`config.mk`:
```
export PLATFORM = sky130hd
export DESIGN_NAME = gdda_div
export DESIGN_NICKNAME = d
export VERILOG_FILES = /design/src/hw/rtl/grid_dda_column_raycaster_defines.svh /design/src/hw/rtl/gdda_pkg.sv /design/src/hw/rtl/gdda_div.sv
export SDC_FILE = /design/constraint.sdc
export NUM_CORES = 1
export LEC_CHECK = 0
export ABC_AREA = 0
export BUFFER_PORTS_ARGS = -buffer_cell sky130_fd_sc_hd__buf_2
export CAP_MARGIN = 40
export CORE_ASPECT_RATIO = 1.5
export CORE_UTILIZATION = 34
export CTS_BUF_LIST = sky130_fd_sc_hd__clkbuf_8
export CTS_CLUSTER_DIAMETER = 50
export DETAILED_ROUTE_END_ITERATION = 10
export GPL_TIMING_DRIVEN = 0
export PLACE_DENSITY_LB_ADDON = 0.3
export SYNTH_ARGS = -nofsm -noshare
export SYNTH_HDL_FRONTEND = slang
export SYNTH_SLANG_ARGS = --single-unit
```
`constraint.sdc`:
```
create_clock -name clk -period 3.05 [get_ports clk]
set_clock_uncertainty 0.2 [all_clocks]
set_input_delay 0.61 -clock clk [delete_from_list [all_inputs] [get_ports clk]]
set_output_delay 0.61 -clock clk [all_outputs]
set_load 0.05 [all_outputs]
```
`src/hw/rtl/grid_dda_column_raycaster_defines.svh`:
```
// Assertion macros shared by the raycaster RTL.
// Included by files that carry concurrent checks; needs clk and rst_n in scope.
`ifndef GRID_DDA_COLUMN_RAYCASTER_DEFINES_SVH
`define GRID_DDA_COLUMN_RAYCASTER_DEFINES_SVH
`ifndef SYNTHESIS
`define GDDA_ASSERT(lbl, prop) \
  lbl: assert property (@(posedge clk) disable iff (!rst_n) prop) \
    else $error("raycaster check failed");
`define GDDA_ASSERT_ALWAYS(lbl, prop) \
  lbl: assert property (@(posedge clk) prop) \
    else $error("raycaster check failed");
`else
`define GDDA_ASSERT(lbl, prop)
`define GDDA_ASSERT_ALWAYS(lbl, prop)
`endif
`endif

```
`src/hw/rtl/gdda_pkg.sv`:
```
// Shared types, constants and the wall color function of the grid raycaster.
// No dependencies; used by gdda_div and grid_dda_column_raycaster.
package gdda_pkg;

  localparam int POS_W     = 21;
  localparam int DIR_W     = 18;
  localparam int COL_W     = 11;
  localparam int CELL_W    = 5;
  localparam int CODE_W    = 3;
  localparam int ROW_W     = 11;
  localparam int COLOR_W   = 8;
  localparam int DELTA_W   = 39;
  localparam int CFG_DW    = 32;
  localparam int CFG_AW    = 5;
  localparam int IN_DATA_W = 24;
  localparam int OUT_DATA_W = 72;

  localparam int SCREEN_WIDTH_DEF  = 1600;
  localparam int SCREEN_HEIGHT_DEF = 1200;
  localparam int MAP_DIM_DEF       = 32;
  localparam int FRAC_BITS_DEF     = 16;

  localparam logic [POS_W-1:0] POS_X_RST   = 21'd1441792;
  localparam logic [POS_W-1:0] POS_Y_RST   = 21'd786432;
  localparam logic [DIR_W-1:0] DIR_X_RST   = 18'h30000;
  localparam logic [DIR_W-1:0] DIR_Y_RST   = 18'h00000;
  localparam logic [DIR_W-1:0] PLANE_X_RST = 18'h00000;
  localparam logic [DIR_W-1:0] PLANE_Y_RST = 18'd43254;

  localparam logic [DELTA_W-1:0] DELTA_CAP = 39'h40_0000_0000;

  localparam logic CMD_WRITE = 1'b0;
  localparam logic CMD_CAST  = 1'b1;

  localparam logic [CODE_W-1:0] CODE_RED    = 3'd1;
  localparam logic [CODE_W-1:0] CODE_GREEN  = 3'd2;
  localparam logic [CODE_W-1:0] CODE_BLUE   = 3'd3;
  localparam logic [CODE_W-1:0] CODE_YELLOW = 3'd4;
  localparam logic [CODE_W-1:0] CODE_EMPTY  = 3'd0;

  localparam logic [COLOR_W-1:0] COLOR_FULL = 8'hFF;

  typedef enum logic [2:0] {
    REG_POS_X   = 3'd0,
    REG_POS_Y   = 3'd1,
    REG_DIR_X   = 3'd2,
    REG_DIR_Y   = 3'd3,
    REG_PLANE_X = 3'd4,
    REG_PLANE_Y = 3'd5
  } reg_idx_t;

  typedef struct packed {
    logic busy;
    logic done;
  } div_stat_t;

  typedef struct packed {
    logic [CODE_W-1:0] cell_value;
    logic [CELL_W-1:0] cell_y;
    logic [CELL_W-1:0] cell_x;
    logic [COL_W-1:0]  column;
  } in_item_t;

  typedef struct packed {
    logic [1:0]         pad;
    logic               hit;
    logic [CODE_W-1:0]  wall_code;
    logic               y_side;
    logic [COLOR_W-1:0] alpha;
    logic [COLOR_W-1:0] blue;
    logic [COLOR_W-1:0] green;
    logic [COLOR_W-1:0] red;
    logic [ROW_W-1:0]   wall_bottom;
    logic [ROW_W-1:0]   wall_top;
    logic [COL_W-1:0]   out_column;
  } out_item_t;

  typedef struct packed {
    logic [COLOR_W-1:0] r;
    logic [COLOR_W-1:0] g;
    logic [COLOR_W-1:0] b;
  } rgb_t;

  // Codes other than red, green, blue and yellow show as magenta; y-side faces are drawn at half level.
  function automatic rgb_t wall_rgb(input logic [CODE_W-1:0] code, input logic y_side);
    rgb_t c;
    c = '0;
    case (code)
      CODE_RED:    c.r = COLOR_FULL;
      CODE_GREEN:  c.g = COLOR_FULL;
      CODE_BLUE:   c.b = COLOR_FULL;
      CODE_YELLOW: begin
        c.r = COLOR_FULL;
        c.g = COLOR_FULL;
      end
      default: begin
        c.r = COLOR_FULL;
        c.b = COLOR_FULL;
      end
    endcase
    if (y_side) begin
      c.r = c.r >> 1;
      c.g = c.g >> 1;
      c.b = c.b >> 1;
    end
    return c;
  endfunction

endpackage

```
`src/hw/rtl/gdda_div.sv`:
```
// Restoring unsigned divider, one quotient bit per cycle, shared by all divisions.
// Depends on gdda_pkg for the status struct.
module gdda_div #(
  parameter int W = 56
) (
  input  logic                clk,
  input  logic                rst_n,
  input  logic                start,
  input  logic [W-1:0]        num,
  input  logic [W-1:0]        den,
  output gdda_pkg::div_stat_t stat,
  output logic [W-1:0]        quo
);

  localparam int CNT_W = $clog2(W + 1);

  logic [W-1:0]     quo_r;
  logic [W-1:0]     rem_r;
  logic [W-1:0]     den_r;
  logic [CNT_W-1:0] cnt_r;
  logic             busy_r;
  logic             done_r;

  logic [W:0]   shifted;
  logic         ge;
  logic [W:0]   diff;
  logic [W-1:0] rem_nxt;
  logic [W-1:0] quo_nxt;

  always_comb begin
    shifted = {rem_r, quo_r[W-1]};
    ge      = shifted >= {1'b0, den_r};
    diff    = shifted - {1'b0, den_r};
    rem_nxt = ge ? diff[W-1:0] : shifted[W-1:0];
    quo_nxt = {quo_r[W-2:0], ge};
  end

  always_ff @(posedge clk) begin
    if (!rst_n) begin
      busy_r <= 1'b0;
      done_r <= 1'b0;
      cnt_r  <= '0;
    end else begin
      done_r <= 1'b0;
      if (start) begin
        busy_r <= 1'b1;
        cnt_r  <= CNT_W'(W);
      end else if (busy_r) begin
        cnt_r <= cnt_r - CNT_W'(1);
        if (cnt_r == CNT_W'(1)) begin
          busy_r <= 1'b0;
          done_r <= 1'b1;
        end
      end
    end
  end

  always_ff @(posedge clk) begin
    if (start) begin
      quo_r <= num;
      rem_r <= '0;
      den_r <= den;
    end else if (busy_r) begin
      quo_r <= quo_nxt;
      rem_r <= rem_nxt;
    end
  end

  assign stat.busy = busy_r;
  assign stat.done = done_r;
  assign quo       = quo_r;

endmodule

```
==> summary.md, run 1 <==
| Metric | Value |
|---|---|
| Lkg Pwr | `approximately 5.5 nW` |
| Unique cell type count in the Yosys netlist | `between 70 and 80` |
| Deepest clock path buffer count | `2` |
| Hold Crit Class | `in2reg` |
| Max-cap violations | `0` |
| Ant. Diodes | `0` |
| Nets | `1423` |
| Flop and latch count out of synthesis | `between 150 and 200` |
| Most Crowded Layer GR | `met2` |
| Register area share after synthesis | `0.451` |
| Yosys warning count | `0` |
| Final wirelength | `about 31 mm` |
| Tot GR Track Use | `0.206` |
| DR iter-0 viols | `between 400 and 500` |
| Met1 usage | `0.216` |
| Post-CTS Hold Buffers | `0` |
| Total number of vias | `slightly below 9000` |
| Clk pin slew, worst setup/hold paths | `approximately 0.11 ns` |
| Total power | `about 6 mW` |
| Fmax | `~0.28 GHz` |
| Worst slew pin tran | `between 0.8 and 0.9 ns` |
| Via density | `5.26` |
| Die width | `144 um` |
| CP Data Arrival Time | `about 3.8 ns` |
| Reg2reg setup slack | `-0.54 ns` |
| Ratio of cells with drive above 1 in the final layout | `0.300` |
| P&R area growth vs syn | `23.7%` |
| Endpoint class of the critical path | `flip-flop` |
| Status | `finished with violations` |
| Remaining global-route overflow | `0` |
| FFs w/ async S/R, synth | `0` |
| Slew headroom | `0.424` |
| CP Launch Type | `flip-flop` |
| Slew Viols, Final | `0` |
| Initial core utilization | `0.347` |
| Clock tree from TritonCTS | `built` |
| Clock latency on the worst-skew pair | `between 0.5 and 0.6 ns` |
| Final setup TNS | `-26.10 ns` |
| Final cycle utilization of the critical path | `1.18` |
| Critical path buffer and inverter count | `3` |
| Final setup violating endpoints | `57` |
| Syn Inst Count | `1029` |
| Number of flops mapped to enable cells by yosys | `about 110` |
| DR WL/cell | `~19 um` |
| # clock sinks | `about 180` |
| Initial antenna violation count | `0` |
| Die Y | `about 220 um` |
| Num ports | `between 150 and 200` |
| Syn Nets | `roughly 1200` |
| Hold Violations, Final | `0` |
| GPL Wtd Cong | `slightly above 0.9` |
| WS Path Type | `reg2reg` |
| Root Buffer Master | `clkbuf_8` |
| Drt drc | `0` |
| Core ar. | `slightly below 0.03 mm2` |
| Crit-path max cell delay | `0.41 ns` |
| Crit-path slowest cell | `edfxtp_1` |
| Met2 Use GR | `0.375` |
| Worst Path Max Fanout | `10` |
| Worst R2R End | `rem_r[46]` |
| DP HPWL | `approximately 23 mm` |
| Mean Syn Cell Area | `approximately 10 um2` |
| Crit. path cell count | `14` |
| Pin count of the biggest net entering global routing | `32` |
| Worst path top cell family by delay | `compound AO/OA/AOI/OAI gates` |
| Global-route wire length before repair | `between 40 and 50 mm` |
| Cts bufs inserted | `17` |
| Worst EP required | `roughly 3.3 ns` |
| Worst setup margin | `-0.540 ns` |
| Vias in the first global route | `9114` |
| Worst Setup EP | `rem_r[46]` |
| Crit-path cells | `inv_2, ha_4, and2b_1, o2111ai_2, a211oi_2, o31ai_4, a2111oi_4, o2111ai_2, and3_4, o31a_1, buf_6, buf_8, nand2b_4, o211ai_1` |
| Maximum vdd drop | `~0.34 mV` |
| DR pass1 iterations | `6` |
| CP Launch Point | `den_r[1]` |
| RSZ-0062 raised after global routing | `true` |
| CP dominant cell by count | `o2111ai_2` |
| Rows | `77` |
| Most frequently used flop master after synthesis | `edfxtp_1` |
| Routed Antenna Nets | `0` |
| Failing checks | `setup timing` |
| Post-layout minimum cycle time | `3.59 ns` |
| Met3 global-route usage | `0.0381` |
| Critical R2R Launch | `den_r[1]` |
| Buffers on Ports | `~170` |
| Die area | `just over 0.03 mm2` |
| Cell area after synthesis | `slightly above 0.01 mm2` |
| R2r worst-path depth | `14` |
| Htree depth | `4` |
| Pwr dens | `around 470 mW/mm2` |
[metrics by stage]
stage               instances  setup slack (ns)  utilization  cell area, um2  hold WS [ns]
floorplan                1029            -0.458            -           10300         0.252
global placement         1596             -1.80        0.394           11700         0.270
global route             1657            -0.646        0.430           12800        0.0370
finish                   1657            -0.540        0.430           12800        0.0588
CTS                      1646            -0.601        0.418           12400        0.0115
detailed placement       1598             -1.11        0.395           11700         0.283
[synth_stat cells, types with 3 or more instances]
cell      number  area (um2)
a211oi_1      25         188
a21boi_0       3        22.5
a21o_1        22         165
a21oi_1       69         345
a221oi_1       4        35.0
a32oi_1        5        43.8
and3_1         4        25.0
buf_2         11        55.1
buf_4          3        22.5
buf_6          5        56.3
clkbuf_1      32         120
dfxtp_1       64        1280
edfxtp_1     112        3360
ha_1          58         726
inv_1         74         278
mux2_2        55         619
mux2i_1       27         270
nand2_1       92         345
nand2b_1       7        43.8
nand3_1       32         160
nand4_1       21         131
nand4b_1       4        35.0
nor2_1        68         255
nor2b_1       10        62.6
nor3_1        12        60.1
o211ai_1       9        67.6
o21a_1         7        52.6
o21ai_0       45         225
o21ai_1        3        15.0
o21bai_1      14         105
o311ai_1       8        70.1
o31ai_1        6        45.0
or3_1         15        93.8
xnor2_1       27         236
xor2_1        28         245
[layout make-up]
cell class	count	area, um2
buffer	53	324
clock buffer	17	234
clock inverter	15	160
fill	3008	16900
inverter	74	278
multi-input combinational	725	5470
sequential	176	4640
tap	395	494
timing repair buffer	202	1140
[registers in the layout, indices dropped and copies added (netlist names)]
name    flops
done_r      1
cnt_r       6
rem_r      56
den_r      56
quo        56
busy_r      1
[cells in the final DEF (no fill, tap or decap), types with 8 or more instances in the layout]
master	Yosys	routed
nor2_1	68	66
inv_1	74	72
ha_1	58	53
a21o_1	22	22
o21ai_1	3	9
mux2_2	55	55
nand2_1	92	92
inv_6	0	8
o21ai_0	45	35
buf_2	11	180
mux2i_1	27	24
clkbuf_1	32	29
a21oi_1	69	62
xor2_1	28	28
o21bai_1	14	14
buf_4	3	28
xnor2_1	27	27
nand4_1	21	21
a211oi_1	25	22
nand3_1	32	26
o211ai_1	9	9
or3_1	15	13
clkbuf_8	0	17
dfxtp_1	64	64
edfxtp_1	112	112
nor2b_1	10	10
nor3_1	12	11
[logic make-up (layout without fill, tap and decap cells)]
logic type,Yosys count,after routing,share of synthesized area
buffers and inverters,128,361,0.0528
xor gates and xnor gates,55,55,0.0467
muxes,82,82,0.0863
adders and majority gates,59,59,0.0724
AOI/OAI and AO/OA,247,247,0.159
and+or+nand+nor,282,282,0.132
DFF,176,176,0.451
[repair_timing]
item / 4_1_cts / 5_1_grt
endpoints found under the setup margin: 88 / 58
resized for setup: 43 / 62
buffers inserted: 15 / 11
pin swaps: 31 / 17
cloned: 1 / 1
[power breakdown]
part | total, mW | internal [mW] | switching (mW)
combinational | 1.44 | 0.492 | 0.950
sequential | 2.83 | 2.73 | 0.0950
clock | 1.70 | 0.689 | 1.02
[metal layers]
layer,vias to the layer above,routed length (um),part of all wire
met5,-,0,0
met4,0,1500,0.049
met3,68,1590,0.051
met2,298,16300,0.53
met1,4152,11600,0.37
li1,4203,-,-
[how the worst min path moves through the flow]
stage                endpoint      start  depth (start not counted)
global placement    rem_r[39]  rem_r[39]                          2
global route        den_r[50]    den[50]                          1
detailed placement   rem_r[8]   rem_r[8]                          2
floorplan           rem_r[52]  rem_r[52]                          2
CTS                 den_r[50]    den[50]                          1
finish              den_r[50]    den[50]                          1
[worst reg2reg max path: cells and delay by family, from the launching register on]
| kind | cells | cell delay [ns] |
|---|---|---|
| buffers and inverters | 3 | 0.36 |
| flip-flops | 1 | 0.41 |
| adder cells (fa/ha/maj) | 1 | 0.26 |
| AND/OR/NAND/NOR | 3 | 0.59 |
| AO/OA/AOI/OAI | 7 | 1.67 |
Note: power is estimated with default switching activity, not from simulation.
==> run 2, diff against run 1 <==
- RECOVER_POWER: not set -> 50
==> run 2 against run 1 <==
Against the previous run:
- the run still ends with setup timing left
- clock power is essentially flat
- first-iteration DRC count grew 2.2%
- utilization shrank 0.14 points
- final cell count is the same
- setup slack lost 0.014 ns
- combinational power is essentially flat
- die area is the same
- total power shrank 0.29%
- sequential cell count is the same
- sequential power is essentially flat
- non-clock buffer count is the same
- critical path type unchanged
==> summary.md, run 2 (synthesis results as in run 1) <==
| Metric | Value |
|---|---|
| Status | `finished with violations` |
| Failing checks | `setup timing` |
| P&R area growth vs syn | `23.3%` |
| Clock latency on the worst-skew pair | `0.52 ns` |
| Pin count of the biggest net entering global routing | `32` |
| Hold Violations, Final | `0` |
| Ratio of cells with drive above 1 in the final layout | `0.274` |
| Total number of vias | `approximately 8700` |
| CP Data Arrival Time | `3.82 ns` |
| Worst EP required | `3.27 ns` |
| # clock sinks | `roughly 180` |
| P_int | `roughly 3.9 mW` |
| Worst Path Max Fanout | `10` |
| Buffers on Ports | `172` |
| DR iter-0 viols | `about 460` |
| Lkg Pwr | `~5.4 nW` |
| Hold Crit Class | `in2reg` |
| Commonest cells after routing, fill and taps aside | `buf_2 (147), edfxtp_1 (112), nand2_1 (92)` |
| Nets | `1423` |
| Deepest clock path buffer count | `2` |
| Reg2reg setup slack | `-0.55 ns` |
| Sequential Area | `0.00464 mm2` |
| Global-route wire length before repair | `between 40 and 50 mm` |
| CP Launch Point | `den_r[1]` |
| DR WL/cell | `about 19 um` |
| CP dominant cell by count | `o2111ai_2` |
| Cell Area, Placed | `around 0.012 mm2` |
| Routed Antenna Nets | `0` |
| Critical path buffer and inverter count | `3` |
| Post-layout minimum cycle time | `approximately 3.6 ns` |
| Crit-path slowest cell | `edfxtp_1` |
| Slew Viols, Final | `0` |
| Rows | `77` |
| DP HPWL | `about 23 mm` |
| Max-cap violations | `0` |
| Net switching power | `roughly 2 mW` |
| Crit-path cells | `inv_2, ha_4, and2b_1, o2111ai_2, a211oi_2, o31ai_4, a2111oi_4, o2111ai_2, and3_4, o31a_1, buf_6, buf_8, nand2b_4, o211ai_1` |
| Commonest non-fill, non-tap cell in the layout | `buf_2` |
| Die Y | `~220 um` |
| Worst slew pin tran | `~0.86 ns` |
| Clock tree from TritonCTS | `built` |
| Clock Power Share | `0.285` |
| Die area | `0.0310 mm2` |
| Hold path start | `den[50]` |
| Ant. Diodes | `0` |
| Endpoint class of the critical path | `flip-flop` |
| Pwr dens | `~470 mW/mm2` |
| Fmax | `around 0.28 GHz` |
| Worst path top cell family by delay | `compound AO/OA/AOI/OAI gates` |
| Filler instances | `approximately 3000` |
| Drt drc | `0` |
| Via density | `5.26` |
| Root Buffer Master | `clkbuf_8` |
| Part of the power in combinational logic | `0.240` |
| Core ar. | `between 0.02 and 0.03 mm2` |
| Final cycle utilization of the critical path | `1.18` |
| Clk pin slew, worst setup/hold paths | `~0.11 ns` |
| Design area | `0.0127 mm2` |
| Initial antenna violation count | `0` |
| Worst setup margin | `-0.553 ns` |
| Critical R2R Launch | `den_r[1]` |
| Vias in the first global route | `9114` |
| Num ports | `173` |
| Remaining global-route overflow | `0` |
| DR pass1 iterations | `8` |
| Maximum vdd drop | `around 0.34 mV` |
| Cts bufs inserted | `17` |
| Sw frac | `0.345` |
| CP Launch Type | `flip-flop` |
| WS Path Type | `reg2reg` |
| Die width | `roughly 140 um` |
| Crit-path max cell delay | `between 0.4 and 0.5 ns` |
| Total power | `5.96 mW` |
| Slew headroom | `0.423` |
| Tot GR Track Use | `0.206` |
| Reg power frac | `0.475` |
| Initial core utilization | `0.347` |
| Area of the multi-input gates | `0.00547 mm2` |
| RSZ-0062 raised after global routing | `true` |
| Htree depth | `4` |
| Final wirelength | `slightly above 30 mm` |
| GPL Wtd Cong | `0.922` |
| Final setup violating endpoints | `57` |
[run 2: cell types whose count changed in the layout (fill, tap and decap cells not counted)]
cell,change
buf_2,-33
clkbuf_1,+33
[run 2: layer usage]
| layer | vias up | wire length [um] | track usage | share of wire |
|---|---|---|---|---|
| li1 | 4204 | - | - | - |
| met1 | 4147 | 11500 | 0.216 | 0.37 |
| met2 | 298 | 16300 | 0.375 | 0.53 |
| met3 | 71 | 1580 | 0.0381 | 0.051 |
| met4 | 0 | 1490 | 0.121 | 0.048 |
| met5 | - | 0 | 0 | 0 |
[run 2: through the flow]
stage / hold WS (ns) / worst slack (ns) / cells / setup TNS [ns] / utilization
floorplan: 0.252 / -0.458 / 1029 / -21.88 / -
global placement: 0.270 / -1.80 / 1596 / -177.56 / 0.394
CTS: 0.0115 / -0.601 / 1646 / -29.48 / 0.418
finish: 0.0582 / -0.553 / 1657 / -26.11 / 0.428
detailed placement: 0.283 / -1.11 / 1598 / -96.90 / 0.395
global route: 0.0370 / -0.646 / 1657 / -31.65 / 0.428
[run 2: worst paths after layout]
path	end	depth (start not counted)
worst min-delay path	den_r[50]	1
worst max register to register	rem_r[46]	14
worst max-delay path	rem_r[46]	14
worst min register to register	rem_r[39]	2
[run 2: layout make-up]
class / instances / share of cell area
tap: 395 / 0.0389
clock buffer: 17 / 0.0184
buffer: 53 / 0.0255
sequential: 176 / 0.365
timing repair buffer: 202 / 0.0866
inverter: 74 / 0.0219
clock inverter: 15 / 0.0126
multi-input combinational: 725 / 0.431
[run 2: repair_timing]
action	CTS	global route
pin swaps	31	17
setup endpoints to repair	88	58
gates resized for setup	43	62
gates cloned	1	1
hold buffers	0	0
endpoints found under the hold margin	0	0
setup buffers	15	11
[run 2: power by group through the flow]
stage	logic [mW]	registers, mW	clock network [mW]
6_report	1.43	2.83	1.70
5_1_grt	1.55	2.85	1.81
4_1_cts	1.40	2.83	1.76
3_5_place_dp	1.37	2.88	0
3_3_place_gp	1.36	2.88	0
2_1_floorplan	0.700	3.14	0
==> run 3, diff against run 2 <==
- clock period: 3.05 -> 3.3 ns (I/O delays scaled with it)
==> run 3 against run 2 <==
Against the previous run:
- the flow still finishes with violations (setup timing)
- worst hold slack better by 0.048 ns
- global-route usage unchanged
- setup slack gained 0.26 ns
- critical path depth unchanged
- utilization is essentially flat
- critical endpoint unchanged
- critical path type unchanged
- non-clock buffer count is the same
- largest cell class unchanged
- highest routed layer unchanged
- first-iteration DRC count decreased by 5.9%
- register-to-register slack improved by 0.26 ns
- fmax rose by 0.40%
==> summary.md, run 3 (synthesis results as in run 1) <==
| Metric | Value |
|---|---|
| Met1 usage | `0.216` |
| CP Launch Point | `den_r[1]` |
| Worst EP required | `between 3 and 4 ns` |
| Commonest non-fill, non-tap cell in the layout | `buf_2` |
| Critical R2R Launch | `den_r[1]` |
| Post-CTS Hold Buffers | `0` |
| Failing checks | `setup timing` |
| Status | `finished with violations` |
| DR iter-0 viols | `between 400 and 500` |
| Root Buffer Master | `clkbuf_8` |
| Num ports | `between 150 and 200` |
| Reg2reg setup slack | `-0.29 ns` |
| Slew Viols, Final | `0` |
| Htree depth | `4` |
| Part of the power in combinational logic | `0.240` |
| DR pass1 iterations | `5` |
| DP HPWL | `about 23 mm` |
| Remaining global-route overflow | `0` |
| Final setup TNS | `-11.60 ns` |
| CP Data Arrival Time | `between 3 and 4 ns` |
| CP Launch Type | `flip-flop` |
| RSZ-0062 raised after global routing | `true` |
| Die Y | `215 um` |
| Pre-CTS WS | `-0.913 ns` |
| Ant. Diodes | `0` |
| Vias in the first global route | `roughly 9000` |
| Global-route wire length before repair | `48.1 mm` |
| Commonest cells after routing, fill and taps aside | `buf_2 (147), edfxtp_1 (112), nand2_1 (92)` |
| Clock latency on the worst-skew pair | `0.52 ns` |
| P&R area growth vs syn | `23.3%` |
| Worst Setup EP | `rem_r[46]` |
| Finished Core Util | `0.428` |
| Met2 Use GR | `0.375` |
| Initial core utilization | `0.347` |
| Routed Antenna Nets | `0` |
| Via density | `between 5 and 6` |
| Sw frac | `0.345` |
| Deepest clock path buffer count | `2` |
| Cts bufs inserted | `17` |
| Slew headroom | `0.412` |
| Die area | `0.0310 mm2` |
| Fmax | `between 0.2 and 0.3 GHz` |
| Drt drc | `0` |
| Most Crowded Layer GR | `met2` |
| Ratio of cells with drive above 1 in the final layout | `0.273` |
| Endpoint class of the critical path | `flip-flop` |
| Final wirelength | `30.9 mm` |
| Total number of vias | `approximately 8700` |
| Clock Power Share | `0.286` |
| Die width | `144 um` |
| Non-filler cells, final | `approximately 1700` |
| Initial antenna violation count | `0` |
| Lkg Pwr | `5.40 nW` |
| Reg power frac | `0.475` |
| Worst hold slack | `about 0.11 ns` |
| R2r worst-path depth | `14` |
| WS Path Type | `reg2reg` |
| Tot GR Track Use | `0.206` |
| P_int | `about 3.6 mW` |
| Placed insts | `about 1600` |
| Worst Path Max Fanout | `10` |
| Nets | `around 1400` |
| Worst slew pin tran | `0.882 ns` |
| Final setup violating endpoints | `57` |
| Final cycle utilization of the critical path | `1.09` |
| GPL Wtd Cong | `0.922` |
| Rows | `between 70 and 80` |
| Pwr dens | `between 400 and 500 mW/mm2` |
| Clk pin slew, worst setup/hold paths | `between 0.1 and 0.15 ns` |
| DR WL/cell | `approximately 19 um` |
| Maximum vdd drop | `around 0.32 mV` |
| Net switching power | `1.90 mW` |
| Met3 global-route usage | `0.0381` |
| Worst setup margin | `-0.289 ns` |
| Pin count of the biggest net entering global routing | `32` |
| Worst R2R End | `rem_r[46]` |
| Buffers on Ports | `~170` |
| Hold Crit Class | `in2reg` |
| # clock sinks | `between 150 and 200` |
| Core ar. | `about 0.030 mm2` |
| Max-cap violations | `0` |
| Post-layout minimum cycle time | `3.59 ns` |
| Clock tree from TritonCTS | `built` |
| Hold Violations, Final | `0` |
==> run 3: changes by cell type in the layout (fill, tap and decap cells not counted) <==
cell,before,now
clkbuf_2,4,3
clkbuf_1,62,63
==> run 3: layout make-up <==
class | instances | area [um2]
well taps | 395 | 494
inverters | 74 | 278
multi-input cells | 725 | 5470
repair buffers | 202 | 1100
plain buffers | 53 | 323
clock buffers | 17 | 234
fillers | 3029 | 17000
flip-flops and latches | 176 | 4640
clock inverters | 15 | 160
==> run 3: what timing repair did <==
action,4_1_cts,5_1_grt
gates resized for setup,43,59
setup endpoints to repair,58,57
buffers inserted,15,11
pin swaps,31,17
cloned,1,1
==> run 3: worst min-delay path by stage <==
stage / start / endpoint / cells after the start
4_1_cts: den[50] / den_r[50] / 1
3_5_place_dp: rem_r[8] / rem_r[8] / 2
6_report: den[50] / den_r[50] / 1
2_1_floorplan: rem_r[52] / rem_r[52] / 2
5_1_grt: den[50] / den_r[50] / 1
3_3_place_gp: rem_r[39] / rem_r[39] / 2
==> run 3: per-layer routing <==
layer | up-vias | part of all wire
met5 | - | 0
met4 | 0 | 0.047
met2 | 293 | 0.53
li1 | 4199 | -
met1 | 4148 | 0.37
met3 | 67 | 0.050
==> run 3: worst max-delay path, stage by stage, from the launching register on <==
cell and delay [ns]:
edfxtp_1 0.41, inv_2 0.06, ha_4 0.26, and2b_1 0.15
o2111ai_2 0.14, a211oi_2 0.31, o31ai_4 0.15, a2111oi_4 0.39
o2111ai_2 0.19, and3_4 0.22, o31a_1 0.24, buf_6 0.15
buf_8 0.15, nand2b_4 0.22, o211ai_1 0.25
==> run 3: stage by stage <==
step / instance area [um2] / power (mW)
3_3_place_gp: 11700 / 3.92
2_1_floorplan: 10300 / 3.54
5_1_grt: 12700 / 5.75
4_1_cts: 12400 / 5.54
6_report: 12700 / 5.51
3_5_place_dp: 11700 / 3.93
==> run 3: power groups by stage <==
stage          sequential [mW]  combinational [mW]  clock [mW]
4_1_cts                   2.62                1.30        1.63
2_1_floorplan             2.90               0.647           0
6_report                  2.62                1.32        1.57
3_5_place_dp              2.66                1.27           0
3_3_place_gp              2.66                1.25           0
5_1_grt                   2.64                1.44        1.68
